[config.mk]
export PLATFORM = sky130hd
export DESIGN_NAME = json_byte_lexer
export DESIGN_NICKNAME = d
export VERILOG_FILES = /design/src/rtl/jbl_pkg.sv /design/src/rtl/json_byte_lexer.sv /design/src/rtl/jbl_core.sv /design/src/rtl/jbl_queue.sv
export SDC_FILE = /design/constraint.sdc
export NUM_CORES = 2
export LEC_CHECK = 0
export ABC_AREA = 1
export BUFFER_PORTS_ARGS = -buffer_cell sky130_fd_sc_hd__buf_2
export CAP_MARGIN = 20
export CORE_UTILIZATION = 45
export CTS_CLUSTER_SIZE = 24
export DETAILED_ROUTE_END_ITERATION = 6
export PLACE_DENSITY_LB_ADDON = 0.25
export SLEW_MARGIN = 20
export SYNTH_ARGS = -nofsm -noshare
export SYNTH_HDL_FRONTEND = slang
export SYNTH_SLANG_ARGS = --single-unit
[constraint.sdc]
create_clock -name clk -period 17.6 [get_ports clk]
set_input_delay 1.76 -clock clk [delete_from_list [all_inputs] [get_ports clk]]
set_output_delay 1.76 -clock clk [all_outputs]
set_load 0.1 [all_outputs]
[src/rtl/jbl_pkg.sv]
// Shared types, codes and character constants for the JSON byte lexer.
// No dependencies; every other file refers to this package by scoped names.

package jbl_pkg;

    typedef struct packed {
        logic [7:0] text_byte;
        logic       end_of_document;
    } text_word_t;

    typedef struct packed {
        logic [3:0]         token_kind;
        logic [2:0]         error_code;
        logic [31:0]        start_position;
        logic [31:0]        end_position;
        logic signed [63:0] integer_value;
        logic               bool_value;
        logic               last_of_run;
    } token_word_t;

    typedef struct packed {
        logic slot0;
        logic slot1;
    } push_t;

    localparam int QUEUE_DEPTH = 4;

    localparam logic [3:0] TOK_LBRACE  = 4'd0;
    localparam logic [3:0] TOK_RBRACE  = 4'd1;
    localparam logic [3:0] TOK_LBRACK  = 4'd2;
    localparam logic [3:0] TOK_RBRACK  = 4'd3;
    localparam logic [3:0] TOK_COLON   = 4'd4;
    localparam logic [3:0] TOK_COMMA   = 4'd5;
    localparam logic [3:0] TOK_STRING  = 4'd6;
    localparam logic [3:0] TOK_INTEGER = 4'd7;
    localparam logic [3:0] TOK_DOUBLE  = 4'd8;
    localparam logic [3:0] TOK_BOOL    = 4'd9;
    localparam logic [3:0] TOK_NULL    = 4'd10;
    localparam logic [3:0] TOK_ERROR   = 4'd11;

    localparam logic [2:0] ERR_NONE       = 3'd0;
    localparam logic [2:0] ERR_CHAR       = 3'd1;
    localparam logic [2:0] ERR_ESCAPE     = 3'd2;
    localparam logic [2:0] ERR_UNTERM     = 3'd3;
    localparam logic [2:0] ERR_LITERAL    = 3'd4;
    localparam logic [2:0] ERR_MINUS      = 3'd5;
    localparam logic [2:0] ERR_NO_DIGIT   = 3'd6;
    localparam logic [2:0] ERR_PERIOD     = 3'd7;

    localparam logic [1:0] LIT_TRUE  = 2'd0;
    localparam logic [1:0] LIT_FALSE = 2'd1;
    localparam logic [1:0] LIT_NULL  = 2'd2;

    localparam logic [7:0] CH_LBRACE = 8'h7B;
    localparam logic [7:0] CH_RBRACE = 8'h7D;
    localparam logic [7:0] CH_LBRACK = 8'h5B;
    localparam logic [7:0] CH_RBRACK = 8'h5D;
    localparam logic [7:0] CH_COLON  = 8'h3A;
    localparam logic [7:0] CH_COMMA  = 8'h2C;
    localparam logic [7:0] CH_QUOTE  = 8'h22;
    localparam logic [7:0] CH_BSLASH = 8'h5C;
    localparam logic [7:0] CH_SLASH  = 8'h2F;
    localparam logic [7:0] CH_SPACE  = 8'h20;
    localparam logic [7:0] CH_TAB    = 8'h09;
    localparam logic [7:0] CH_CR     = 8'h0D;
    localparam logic [7:0] CH_LF     = 8'h0A;
    localparam logic [7:0] CH_MINUS  = 8'h2D;
    localparam logic [7:0] CH_PERIOD = 8'h2E;
    localparam logic [7:0] CH_ZERO   = 8'h30;
    localparam logic [7:0] CH_NINE   = 8'h39;
    localparam logic [7:0] CH_A      = 8'h61;
    localparam logic [7:0] CH_B      = 8'h62;
    localparam logic [7:0] CH_E      = 8'h65;
    localparam logic [7:0] CH_F      = 8'h66;
    localparam logic [7:0] CH_L      = 8'h6C;
    localparam logic [7:0] CH_N      = 8'h6E;
    localparam logic [7:0] CH_R      = 8'h72;
    localparam logic [7:0] CH_S      = 8'h73;
    localparam logic [7:0] CH_T      = 8'h74;
    localparam logic [7:0] CH_U      = 8'h75;

    localparam logic [63:0] MAG_LIMIT  = 64'h8000_0000_0000_0000;
    localparam logic [63:0] SAT_MAX    = 64'h7FFF_FFFF_FFFF_FFFF;
    localparam logic [63:0] CAP_LOW    = 64'h0CCC_CCCC_CCCC_CCCC;
    localparam logic [63:0] CAP_NINE   = 64'h0CCC_CCCC_CCCC_CCCB;

    function automatic logic [7:0] lit_char(input logic [1:0] kind, input logic [2:0] idx);
        logic [7:0] ch;
        ch = 8'h00;
        unique case (kind)
            LIT_FALSE:
            begin
                unique case (idx)
                    3'd0: ch = CH_F;
                    3'd1: ch = CH_A;
                    3'd2: ch = CH_L;
                    3'd3: ch = CH_S;
                    3'd4: ch = CH_E;
                    default: ch = 8'h00;
                endcase
            end
            LIT_NULL:
            begin
                unique case (idx)
                    3'd0: ch = CH_N;
                    3'd1: ch = CH_U;
                    3'd2: ch = CH_L;
                    3'd3: ch = CH_L;
                    default: ch = 8'h00;
                endcase
            end
            default:
            begin
                unique case (idx)
                    3'd0: ch = CH_T;
                    3'd1: ch = CH_R;
                    3'd2: ch = CH_U;
                    3'd3: ch = CH_E;
                    default: ch = 8'h00;
                endcase
            end
        endcase
        return ch;
    endfunction

    function automatic logic [2:0] lit_len(input logic [1:0] kind);
        return (kind == LIT_FALSE) ? 3'd5 : 3'd4;
    endfunction

endpackage

[src/rtl/json_byte_lexer.sv]
// Top level of the JSON byte lexer: lexer core plus result queue.
// Depends on jbl_pkg, jbl_core and jbl_queue.
//
// Usage:
//   text channel (text_valid/text_stall/text_word) carries one document byte per
//   word, with end_of_document set on the last byte of each document.
//   token channel (token_valid/token_stall/token_word) carries token words: punctuation,
//   string, integer, double, bool, null or error, with start and end byte offsets.
//   A byte yields zero, one or two token words; last_of_run marks the final one.
// Timing:
//   A byte is captured in the input register, classified from there once the queue
//   has room and written into a four-entry result queue, from which its token
//   words are offered in order.
//   A byte is taken every cycle while the queue holds two or fewer words; bytes that
//   give two words each are held back by the one-word queue read.
// Reset and stall:
//   Reset empties the input register and the queue and sets the byte offset to 0.
//   End of document also returns all lexer state and the offset to 0.
//   While token_stall is high the offered word holds; once the queue holds more than
//   two words, a byte in the input register holds and text_stall rises until room returns.

module json_byte_lexer #(
    parameter int POSITION_BITS = 32
) (
    input  logic                 clk,
    input  logic                 rst_n,
    input  logic                 text_valid,
    output logic                 text_stall,
    input  jbl_pkg::text_word_t  text_word,
    output logic                 token_valid,
    input  logic                 token_stall,
    output jbl_pkg::token_word_t token_word
);

    logic                 room;
    jbl_pkg::push_t       push;
    jbl_pkg::token_word_t res0;
    jbl_pkg::token_word_t res1;

    jbl_core #(
        .POSITION_BITS(POSITION_BITS)
    ) u_core (
        .clk        (clk),
        .rst_n      (rst_n),
        .text_valid (text_valid),
        .text_stall (text_stall),
        .text_word  (text_word),
        .room       (room),
        .push       (push),
        .res0       (res0),
        .res1       (res1)
    );

    jbl_queue u_queue (
        .clk         (clk),
        .rst_n       (rst_n),
        .push        (push),
        .data0       (res0),
        .data1       (res1),
        .room        (room),
        .token_valid (token_valid),
        .token_stall (token_stall),
        .token_word  (token_word)
    );

endmodule

[src/rtl/jbl_core.sv]
// Input register and lexer state: classifies one byte per cycle while the queue has room, into up to two tokens.
// Depends on jbl_pkg; feeds the result queue jbl_queue.

module jbl_core #(
    parameter int POSITION_BITS = 32
) (
    input  logic                clk,
    input  logic                rst_n,
    input  logic                text_valid,
    output logic                text_stall,
    input  jbl_pkg::text_word_t text_word,
    input  logic                room,
    output jbl_pkg::push_t      push,
    output jbl_pkg::token_word_t res0,
    output jbl_pkg::token_word_t res1
);

    localparam logic [2:0] MODE_IDLE    = 3'd0;
    localparam logic [2:0] MODE_STRING  = 3'd1;
    localparam logic [2:0] MODE_ESCAPE  = 3'd2;
    localparam logic [2:0] MODE_NUMBER  = 3'd3;
    localparam logic [2:0] MODE_LITERAL = 3'd4;
    localparam logic [2:0] MODE_ERROR   = 3'd5;

    localparam int FLAG_MINUS  = 0;
    localparam int FLAG_DIGIT  = 1;
    localparam int FLAG_PERIOD = 2;

    typedef logic [POSITION_BITS-1:0] pos_t;

    logic                in_vld_reg, in_vld_next;
    jbl_pkg::text_word_t in_word_reg;

    logic [2:0]  mode_reg,  mode_next;
    logic [1:0]  kind_reg,  kind_next;
    logic [2:0]  idx_reg,   idx_next;
    logic [2:0]  flags_reg, flags_next;
    logic [63:0] acc_reg,   acc_next;
    logic [63:0] neg_reg,   neg_next;
    pos_t        start_reg, start_next;
    pos_t        pos_reg,   pos_next;

    logic        fire;
    logic        accept;
    logic [7:0]  ch;
    logic        eod;
    logic        is_digit;
    logic [3:0]  digit;
    logic [63:0] base_acc, base_neg;
    logic        over;
    logic [63:0] sum_acc, sum_neg;
    logic [2:0]  idx_inc;
    logic        a_vld, b_vld;
    jbl_pkg::token_word_t a_res, b_res;

    function automatic jbl_pkg::token_word_t make_res(
        input logic [3:0]         kind,
        input logic [2:0]         code,
        input pos_t               from_pos,
        input pos_t               to_pos,
        input logic signed [63:0] ival,
        input logic               bval
    );
        jbl_pkg::token_word_t r;
        r.token_kind     = kind;
        r.error_code     = code;
        r.start_position = 32'(from_pos);
        r.end_position   = 32'(to_pos);
        r.integer_value  = ival;
        r.bool_value     = bval;
        r.last_of_run    = 1'b0;
        return r;
    endfunction

    function automatic jbl_pkg::token_word_t num_res(
        input logic [2:0]  flags,
        input logic [63:0] acc,
        input logic [63:0] neg,
        input pos_t        from_pos,
        input pos_t        to_pos
    );
        logic [63:0] v;
        if (flags[FLAG_MINUS])
        begin
            v = neg;
        end
        else if (acc[63])
        begin
            v = jbl_pkg::SAT_MAX;
        end
        else
        begin
            v = acc;
        end
        if (flags[FLAG_PERIOD])
        begin
            return make_res(jbl_pkg::TOK_DOUBLE, jbl_pkg::ERR_NONE, from_pos, to_pos, '0, 1'b0);
        end
        return make_res(jbl_pkg::TOK_INTEGER, jbl_pkg::ERR_NONE, from_pos, to_pos,
                        $signed(v), 1'b0);
    endfunction

    function automatic jbl_pkg::token_word_t err_res(
        input logic [2:0] code,
        input pos_t       from_pos,
        input pos_t       to_pos
    );
        return make_res(jbl_pkg::TOK_ERROR, code, from_pos, to_pos, '0, 1'b0);
    endfunction

    function automatic logic escape_ok(input logic [7:0] c);
        return c == jbl_pkg::CH_QUOTE || c == jbl_pkg::CH_BSLASH || c == jbl_pkg::CH_SLASH
            || c == jbl_pkg::CH_B || c == jbl_pkg::CH_F || c == jbl_pkg::CH_N
            || c == jbl_pkg::CH_R || c == jbl_pkg::CH_T || c == jbl_pkg::CH_U;
    endfunction

    assign fire        = in_vld_reg && room;
    assign text_stall  = in_vld_reg && !room;
    assign accept      = text_valid && !text_stall;
    assign in_vld_next = accept ? 1'b1 : (fire ? 1'b0 : in_vld_reg);

    assign ch       = in_word_reg.text_byte;
    assign eod      = in_word_reg.end_of_document;
    assign is_digit = (ch >= jbl_pkg::CH_ZERO) && (ch <= jbl_pkg::CH_NINE);
    assign digit    = ch[3:0];
    assign idx_inc  = idx_reg + 3'd1;

    // Decimal accumulate on the magnitude and its negation side by side.
    assign base_acc = (mode_reg == MODE_NUMBER) ? acc_reg : '0;
    assign base_neg = (mode_reg == MODE_NUMBER) ? neg_reg : '0;
    assign over     = base_acc > ((digit == 4'd9) ? jbl_pkg::CAP_NINE : jbl_pkg::CAP_LOW);
    assign sum_acc  = over ? jbl_pkg::MAG_LIMIT
                           : (base_acc << 3) + (base_acc << 1) + {60'd0, digit};
    assign sum_neg  = over ? jbl_pkg::MAG_LIMIT
                           : (base_neg << 3) + (base_neg << 1) - {60'd0, digit};

    always_comb
    begin
        logic sb;
        mode_next  = mode_reg;
        kind_next  = kind_reg;
        idx_next   = idx_reg;
        flags_next = flags_reg;
        acc_next   = acc_reg;
        neg_next   = neg_reg;
        start_next = start_reg;
        pos_next   = pos_reg;
        a_vld      = 1'b0;
        a_res      = '0;
        b_vld      = 1'b0;
        b_res      = '0;
        sb         = 1'b0;

        unique case (mode_reg)
            MODE_STRING:
            begin
                if (ch == jbl_pkg::CH_BSLASH)
                begin
                    mode_next = MODE_ESCAPE;
                end
                else if (ch == jbl_pkg::CH_QUOTE)
                begin
                    b_vld     = 1'b1;
                    b_res     = make_res(jbl_pkg::TOK_STRING, jbl_pkg::ERR_NONE,
                                         start_reg, pos_reg, '0, 1'b0);
                    mode_next = MODE_IDLE;
                end
            end
            MODE_ESCAPE:
            begin
                if (escape_ok(ch))
                begin
                    mode_next = MODE_STRING;
                end
                else
                begin
                    b_vld     = 1'b1;
                    b_res     = err_res(jbl_pkg::ERR_ESCAPE, start_reg, pos_reg);
                    mode_next = MODE_ERROR;
                end
            end
            MODE_LITERAL:
            begin
                if (idx_reg < jbl_pkg::lit_len(kind_reg)
                    && ch == jbl_pkg::lit_char(kind_reg, idx_reg))
                begin
                    idx_next = idx_inc;
                    if (idx_inc >= jbl_pkg::lit_len(kind_reg))
                    begin
                        b_vld     = 1'b1;
                        b_res     = (kind_reg == jbl_pkg::LIT_NULL)
                            ? make_res(jbl_pkg::TOK_NULL, jbl_pkg::ERR_NONE,
                                       start_reg, pos_reg, '0, 1'b0)
                            : make_res(jbl_pkg::TOK_BOOL, jbl_pkg::ERR_NONE,
                                       start_reg, pos_reg, '0,
                                       kind_reg != jbl_pkg::LIT_FALSE);
                        mode_next = MODE_IDLE;
                    end
                end
                else
                begin
                    b_vld     = 1'b1;
                    b_res     = err_res(jbl_pkg::ERR_LITERAL, start_reg, pos_reg);
                    mode_next = MODE_ERROR;
                end
            end
            MODE_NUMBER:
            begin
                if (ch == jbl_pkg::CH_MINUS)
                begin
                    b_vld     = 1'b1;
                    b_res     = err_res(jbl_pkg::ERR_MINUS, start_reg, pos_reg);
                    mode_next = MODE_ERROR;
                end
                else if (ch == jbl_pkg::CH_PERIOD)
                begin
                    if (!flags_reg[FLAG_DIGIT])
                    begin
                        b_vld     = 1'b1;
                        b_res     = err_res(jbl_pkg::ERR_NO_DIGIT, start_reg, pos_reg);
                        mode_next = MODE_ERROR;
                    end
                    else if (flags_reg[FLAG_PERIOD])
                    begin
                        b_vld     = 1'b1;
                        b_res     = err_res(jbl_pkg::ERR_PERIOD, start_reg, pos_reg);
                        mode_next = MODE_ERROR;
                    end
                    else
                    begin
                        flags_next[FLAG_PERIOD] = 1'b1;
                    end
                end
                else if (is_digit)
                begin
                    flags_next[FLAG_DIGIT] = 1'b1;
                    if (!flags_reg[FLAG_PERIOD])
                    begin
                        acc_next = sum_acc;
                        neg_next = sum_neg;
                    end
                end
                else
                begin
                    a_vld     = 1'b1;
                    a_res     = num_res(flags_reg, acc_reg, neg_reg, start_reg,
                                        pos_reg - pos_t'(1));
                    mode_next = MODE_IDLE;
                    sb        = 1'b1;
                end
            end
            MODE_ERROR:
            begin
            end
            default:
            begin
                mode_next = MODE_IDLE;
                sb        = 1'b1;
            end
        endcase

        if (sb)
        begin
            start_next = pos_reg;
            unique case (ch)
                jbl_pkg::CH_LBRACE, jbl_pkg::CH_RBRACE, jbl_pkg::CH_LBRACK,
                jbl_pkg::CH_RBRACK, jbl_pkg::CH_COLON, jbl_pkg::CH_COMMA:
                begin
                    b_vld = 1'b1;
                    b_res = make_res(
                        (ch == jbl_pkg::CH_LBRACE) ? jbl_pkg::TOK_LBRACE :
                        (ch == jbl_pkg::CH_RBRACE) ? jbl_pkg::TOK_RBRACE :
                        (ch == jbl_pkg::CH_LBRACK) ? jbl_pkg::TOK_LBRACK :
                        (ch == jbl_pkg::CH_RBRACK) ? jbl_pkg::TOK_RBRACK :
                        (ch == jbl_pkg::CH_COLON)  ? jbl_pkg::TOK_COLON  : jbl_pkg::TOK_COMMA,
                        jbl_pkg::ERR_NONE, pos_reg, pos_reg, '0, 1'b0);
                end
                jbl_pkg::CH_QUOTE:
                begin
                    mode_next = MODE_STRING;
                end
                jbl_pkg::CH_SPACE, jbl_pkg::CH_TAB, jbl_pkg::CH_CR, jbl_pkg::CH_LF:
                begin
                end
                jbl_pkg::CH_T, jbl_pkg::CH_F, jbl_pkg::CH_N:
                begin
                    kind_next = (ch == jbl_pkg::CH_T) ? jbl_pkg::LIT_TRUE :
                                (ch == jbl_pkg::CH_F) ? jbl_pkg::LIT_FALSE : jbl_pkg::LIT_NULL;
                    idx_next  = 3'd1;
                    mode_next = MODE_LITERAL;
                end
                jbl_pkg::CH_MINUS:
                begin
                    flags_next = 3'b001;
                    acc_next   = '0;
                    neg_next   = '0;
                    mode_next  = MODE_NUMBER;
                end
                jbl_pkg::CH_PERIOD:
                begin
                    b_vld     = 1'b1;
                    b_res     = err_res(jbl_pkg::ERR_NO_DIGIT, pos_reg, pos_reg);
                    mode_next = MODE_ERROR;
                end
                default:
                begin
                    if (is_digit)
                    begin
                        flags_next = 3'b010;
                        acc_next   = sum_acc;
                        neg_next   = sum_neg;
                        mode_next  = MODE_NUMBER;
                    end
                    else
                    begin
                        b_vld     = 1'b1;
                        b_res     = err_res(jbl_pkg::ERR_CHAR, pos_reg, pos_reg);
                        mode_next = MODE_ERROR;
                    end
                end
            endcase
        end

        if (eod)
        begin
            if (mode_next == MODE_STRING || mode_next == MODE_ESCAPE)
            begin
                b_vld = 1'b1;
                b_res = err_res(jbl_pkg::ERR_UNTERM, start_next, pos_reg);
            end
            else if (mode_next == MODE_LITERAL)
            begin
                b_vld = 1'b1;
                b_res = err_res(jbl_pkg::ERR_LITERAL, start_next, pos_reg);
            end
            else if (mode_next == MODE_NUMBER)
            begin
                b_vld = 1'b1;
                b_res = num_res(flags_next, acc_next, neg_next, start_next, pos_reg);
            end
            mode_next  = MODE_IDLE;
            kind_next  = '0;
            idx_next   = '0;
            flags_next = '0;
            acc_next   = '0;
            neg_next   = '0;
            start_next = '0;
            pos_next   = '0;
        end
        else
        begin
            pos_next = pos_reg + pos_t'(1);
        end
    end

    always_comb
    begin
        push.slot0       = fire && (a_vld || b_vld);
        push.slot1       = fire && a_vld && b_vld;
        res0             = a_vld ? a_res : b_res;
        res0.last_of_run = !(a_vld && b_vld);
        res1             = b_res;
        res1.last_of_run = 1'b1;
    end

    always_ff @(posedge clk)
    begin
        if (accept)
        begin
            in_word_reg <= text_word;
        end
    end

    always_ff @(posedge clk or negedge rst_n)
    begin
        if (!rst_n)
        begin
            in_vld_reg <= 1'b0;
            mode_reg   <= MODE_IDLE;
            kind_reg   <= '0;
            idx_reg    <= '0;
            flags_reg  <= '0;
            acc_reg    <= '0;
            neg_reg    <= '0;
            start_reg  <= '0;
            pos_reg    <= '0;
        end
        else
        begin
            in_vld_reg <= in_vld_next;
            if (fire)
            begin
                mode_reg  <= mode_next;
                kind_reg  <= kind_next;
                idx_reg   <= idx_next;
                flags_reg <= flags_next;
                acc_reg   <= acc_next;
                neg_reg   <= neg_next;
                start_reg <= start_next;
                pos_reg   <= pos_next;
            end
        end
    end

endmodule

[src/rtl/jbl_queue.sv]
// Result queue: takes up to two token words per cycle, hands out one per cycle while token_stall is low.
// Depends on jbl_pkg; fed by jbl_core.

module jbl_queue (
    input  logic                 clk,
    input  logic                 rst_n,
    input  jbl_pkg::push_t       push,
    input  jbl_pkg::token_word_t data0,
    input  jbl_pkg::token_word_t data1,
    output logic                 room,
    output logic                 token_valid,
    input  logic                 token_stall,
    output jbl_pkg::token_word_t token_word
);

    localparam int DEPTH    = jbl_pkg::QUEUE_DEPTH;
    localparam int PTR_BITS = $clog2(DEPTH);
    localparam logic [PTR_BITS:0] ROOM_LIMIT = (PTR_BITS + 1)'(DEPTH - 2);

    jbl_pkg::token_word_t mem_reg [DEPTH];

    logic [PTR_BITS-1:0] wr_ptr_reg, wr_ptr_next;
    logic [PTR_BITS-1:0] rd_ptr_reg, rd_ptr_next;
    logic [PTR_BITS:0]   count_reg,  count_next;
    logic [PTR_BITS-1:0] wr_ptr_inc;
    logic [PTR_BITS:0]   push_cnt;
    logic                pop;

    assign token_valid = count_reg != '0;
    assign token_word  = mem_reg[rd_ptr_reg];
    assign room        = count_reg <= ROOM_LIMIT;
    assign pop         = token_valid && !token_stall;
    assign wr_ptr_inc  = wr_ptr_reg + PTR_BITS'(1);
    assign push_cnt    = (PTR_BITS + 1)'(push.slot0) + (PTR_BITS + 1)'(push.slot1);
    assign wr_ptr_next = wr_ptr_reg + push_cnt[PTR_BITS-1:0];
    assign rd_ptr_next = rd_ptr_reg + PTR_BITS'(pop);
    assign count_next  = count_reg + push_cnt - (PTR_BITS + 1)'(pop);

    always_ff @(posedge clk)
    begin
        if (push.slot0)
        begin
            mem_reg[wr_ptr_reg] <= data0;
        end
        if (push.slot1)
        begin
            mem_reg[wr_ptr_inc] <= data1;
        end
    end

    always_ff @(posedge clk or negedge rst_n)
    begin
        if (!rst_n)
        begin
            wr_ptr_reg <= '0;
            rd_ptr_reg <= '0;
            count_reg  <= '0;
        end
        else
        begin
            wr_ptr_reg <= wr_ptr_next;
            rd_ptr_reg <= rd_ptr_next;
            count_reg  <= count_next;
        end
    end

endmodule

# --- Yosys cells after proc, flatten, opt, wreduce, memory -nomap -nowiden ---
# Memory sizes are Yosys's and may differ from the RTL's.
# Cells that the tools add are included.
# Widths: inputs -> output; s select.
word_totals:
  reg_bits: 220
  ram_bits: 548
  in_bits: 13
  out_inout_bits: 139
  word_cells: 251
  n_memories: 1
op_classes:
  addsub: 13
  n_lt_le_gt_ge: 6
  eq_ne: 39
  mux: 140
  reduce_logical: 38
mem_list:
  columns: ["name", "words", "word_bits", "rd", "rd_ports_with_merged_regs", "write_ports", "line_no", "text"]
  rows:
  - ["u_queue.mem_reg", 4, 137, 1, 0, 2, "jbl_queue.sv:20", "jbl_pkg::token_word_t mem_reg [DEPTH];"]
ops:
  columns: ["op", "n"]
  rows:
  - ["$mux 137", 23]
  - ["$mux 64", 21]
  - ["$pmux 137 s4", 1]
  - ["$pmux 137 s3", 1]
  - ["$pmux 64 s2", 2]
  - ["$mux 63", 3]
  - ["$mux 136", 1]
  - ["$mux 135", 1]
  - ["$add 64x64->64", 2]
  - ["$mux 32", 3]
  - ["$eq 8x7->1 const B", 11]
  - ["$mux 3", 22]
  - ["$add 64x4->64", 1]
  - ["$gt 64x64->1", 1]
  - ["$sub 64x4->64", 1]
  - ["$eq 8x6->1 const B", 7]
  - ["$mux 1", 40]
  - ["$pmux 7 s5", 1]
  - ["$add 32x1->32 const B", 1]
  - ["$sub 32x1->32 const B", 1]
  - ["$pmux 3 s5", 2]
  - ["$pmux 7 s4", 1]
  - ["$eq 8x4->1 const B", 3]
  - ["$pmux 7 s3", 1]
  - ["42 further kinds", 85]

# --- Longest topological paths before layout ---
depth:
  word_depth: 24
  mapped_depth: 35
  depth_no_buf: 31

# --- Hierarchy ---
# Synthesis repeated with hierarchy kept, for this count alone.
unflattened:
  hier_cells: 10063
  area_unflattened_um2: 64966.1
by_module_without_submodules:
  columns: ["mod", "instances", "cells_per_inst", "area_each_um2", "seq_area_each_um2"]
  rows:
  - ["jbl_core", 1, 6016, 33380.8, 5375.2]
  - ["jbl_queue", 1, 4047, 31585.3, 16631.0]

# --- Worst setup path before layout ---
# No wires, ideal clock.
synth_path:
  path_kind: "register -> register"
  start: "register u_core.idx_reg[0]"
  end: "memory u_queue.mem_reg[3][100] (netlist bit) (enable)"
  setup_time_ns: 1.171
  arrival_ns: 5.255
  required_time_ns: 16.429
  path_slack_ns: 11.174
  path_stages_with_launch: 21
  n_path_buf: 3
  synth_period_minus_slack_ns: 6.426
  path_cell_list: "dfrtp_1 inv_1 ha_1 o21ai_0 nand2_1 nand3_1 nand2_1 a21oi_1 nand2_1 nor2_1 nand2_1 nand2_1 nand3_1 or2_1 clkbuf_1 nor3_2 nand3_4 nand3_2 buf_2 buf_2 nand2_1"
synth_rtl:
  columns: ["element", "line_no", "text"]
  rows:
  - ["start: declaration", "jbl_core.sv:36", "logic [2:0] idx_reg, idx_next;"]
  - ["start signal: assignment", "jbl_core.sv:395", "idx_reg <= idx_next;"]
  - ["end: declaration", "jbl_queue.sv:20", null]

==> load_flow_metrics.sql <==
INSERT INTO impl_metrics (metric_group, metric, value, unit) VALUES
('floorplanning', 'rows', '127', ''),
('timing', 'slew-limit-headroom', '10.2', '%'),
('synth', 'synth.mux.area_fraction', '0', '%'),
('synth', 'synth_seq_area_share', '40.4', '%'),
('route', 'via_count', '54600', ''),
('place', 'routabilityCongestion', '1.03', ''),
('critical_path', 'worst_ep_required_time', '17910', 'ps'),
('place', 'placed_cell_area', '56200', 'sq um'),
('synth', 'netlist.area_leader.share', '30.5', '%'),
('floorplanning', 'die-width', '350', 'um'),
('floorplanning', 'design.core.area', '120000', 'sq um'),
('synth', 'yosys_warnings', '0', ''),
('timing', 'whs', '487', 'ps'),
('synth', 'synth_area_per_cell', '7.33', 'sq um'),
('timing', 'finalWorstSetupSlack', '10100', 'ps'),
('global_route', 'first_pass_grt_wire_length', '318', 'mm'),
('synth', 'synth.top_cells.by_area', 'edfxtp_1 (31%), nand2_1 (12%), dfrtp_1 (9.7%)', ''),
('timing', 'fin_crit_share', '42.6', '%'),
('global_route', 'initial_antenna_violation_count', '8', ''),
('critical_path', 'timing_worst_setup_path_type', 'register to register', ''),
('critical_path', 'depth_of_the_worst_register_to_register_path', '22', ''),
('clock_network', 'ctsHoldBuffers', '0', ''),
('synth', 'postSynthCellCount', '7418', ''),
('clock_network', 'cts_inserted_buffers', '87', ''),
('global_route', 'grtUsageTotal', '34.1', '%'),
('layout', 'layoutNonFillerInstCount', '8999', ''),
('synth', 'synth_compound_gate_area_share', '16.2', '%'),
('synth', 'synth_fa_ha_area_share', '6.28', '%'),
('synth', 'synthesis.area', '54400', 'sq um'),
('power_and_ir_drop', 'p_total', '9.37', 'mW'),
('floorplanning', 'start_util', '45.3', '%'),
('synth', 'synth-xor-area-share', '1.82', '%'),
('timing', 'slew_violations', '0', ''),
('clock_network', 'htree_levels', '3', ''),
('synth', 'synth_edf_count', '553', ''),
('global_route', 'first_global_vias', '50500', ''),
('timing', 'slew_at_the_pin_closest_to_its_max_slew_limit', '1330', 'ps'),
('timing', 'skew', '37.6', 'ps'),
('place', 'dp_hpwl', '146', 'mm'),
('route', 'wl_per_cell', '23.7', 'um'),
('route', 'via_per_inst', '6.07', ''),
('critical_path', 'worst-endpoint-arrival', '7800', 'ps'),
('synth', 'synth_flop_cell', 'edfxtp_1', ''),
('status', 'status', 'complete, no violations', ''),
('route', 'post-route-drc-count', '0', ''),
('clock_network', 'clk_pin_slew_worst_paths', '60', 'ps'),
('layout', 'multi_input_area', '28100', 'sq um'),
('layout', 'mostFrequentLayoutCells', 'nand2_1 (1695), nor2_1 (1097), inv_1 (699), o21ai_0 (649), edfxtp_1 (553)', ''),
('layout', 'nFillCells', '11900', ''),
('timing', 'rsz0062_at_grt', 'no', ''),
('clock_network', 'clock_latency', '700', 'ps'),
('timing', 'timing_hold_violations_final', '0', ''),
('timing', 'maxClockFrequency', '0.133', 'GHz'),
('layout', 'largest_register_ffs', '548', ''),
('layout', 'final_common_cell', 'nand2_1', ''),
('floorplanning', 'io_pins', '152', ''),
('synth', 'mappedNetlistNets', '7701', ''),
('clock_network', 'postCtsSetupBuffers', '0', ''),
('layout', 'final_cell_area_excluding_filler_cells', '59000', 'sq um'),
('global_route', 'grt_remaining_overflow', '0', ''),
('global_route', 'grt_start_max_net_pins', '194', ''),
('critical_path', 'critical_path.max_fanout', '63', ''),
('timing', 'setup-tns-final', '0', 'ps'),
('layout', 'layout-drive-gt1-share', '5.79', '%'),
('floorplanning', 'die_area', '122000', 'sq um'),
('place', 'io_buffers', '151', ''),
('critical_path', 'sum_of_buffers_and_inverters_on_the_critical_path', '8', ''),
('synth', 'main_combinational_cell_family_by_area_after_synthesis', 'simple AND/OR/NAND/NOR gates', ''),
('power_and_ir_drop', 'p_leak', '25.6', 'nW'),
('layout', 'seqCellArea', '22000', 'sq um'),
('floorplanning', 'die_y', '350', 'um');
## synthesized netlist by cell type (65+ instances only)
library cell and count:
nor3_1 143, xor2_1 65, inv_1 707, nand2_1 1699
nand3_1 473, edfxtp_1 553, o21ai_0 654, clkbuf_1 296
o22ai_1 263, dfrtp_1 211, nor2_1 1105, ha_1 265
a21oi_1 352
## final timing paths
kind	from	end	slack, ps
worst max-delay path	u_core.ch[0]$_DFFE_PP_	u_queue.mem_reg[1][102]$_DFFE_PP_	10100
worst min-delay path	u_queue.mem_reg[2][0]$_SDFFE_PP1N_	u_queue.mem_reg[2][0]$_SDFFE_PP1N_	490
worst max register to register	u_core.ch[0]$_DFFE_PP_	u_queue.mem_reg[1][102]$_DFFE_PP_	10100
worst min register to register	u_queue.mem_reg[2][0]$_SDFFE_PP1N_	u_queue.mem_reg[2][0]$_SDFFE_PP1N_	490
max in group asynchronous	rst_n	u_core.neg_reg[57]$_DFFE_PN0P_	14830
min in group asynchronous	rst_n	u_core.start_reg[23]$_DFFE_PN0P_	1110
## cells by family (layout without fill, tap and decap cells)
group,after synthesis,count (layout)
other cells,0,1
buf+inv,1148,1116
simple gates,3575,3575
fa+ha+maj,270,270
flops,768,768
xor+xnor,113,113
compound gates,1544,1544
## tightest hold or removal path, stage by stage, from the launching register on
cell and delay, ps:
dfxtp_1 320, nand2_1 60, nand3_1 60
## routing by layer
layer,GRT usage (%),vias to the layer above,share of wire (%)
met2,49.4,3278,41
met1,48.9,26000,42
met5,0,-,0.0084
li1,-,24900,-
met3,9.55,412,13
met4,10.5,4,3.0
## where the power goes
part / total [mW] / leakage (nW) / internal [mW] / switching, mW
sequential: 2.46 / 7.95 / 2.31 / 0.157
combinational: 5.05 / 16.3 / 0.792 / 4.26
clock: 1.85 / 1.38 / 1.04 / 0.815
total: 9.37 / 25.6 / 4.14 / 5.23
## final cells by class
| cell class | instances | share of cell area [%] |
|---|---|---|
| diodes | 1 | 0.00424 |
| clock buffers | 107 | 3.89 |
| clock inverters | 50 | 0.901 |
| inverters | 732 | 4.69 |
| multi-input cells | 5502 | 47.6 |
| flip-flops and latches | 768 | 37.2 |
| well taps | 1612 | 3.42 |
| repair buffers | 227 | 2.29 |
Power figures use the tool's default switching activity.
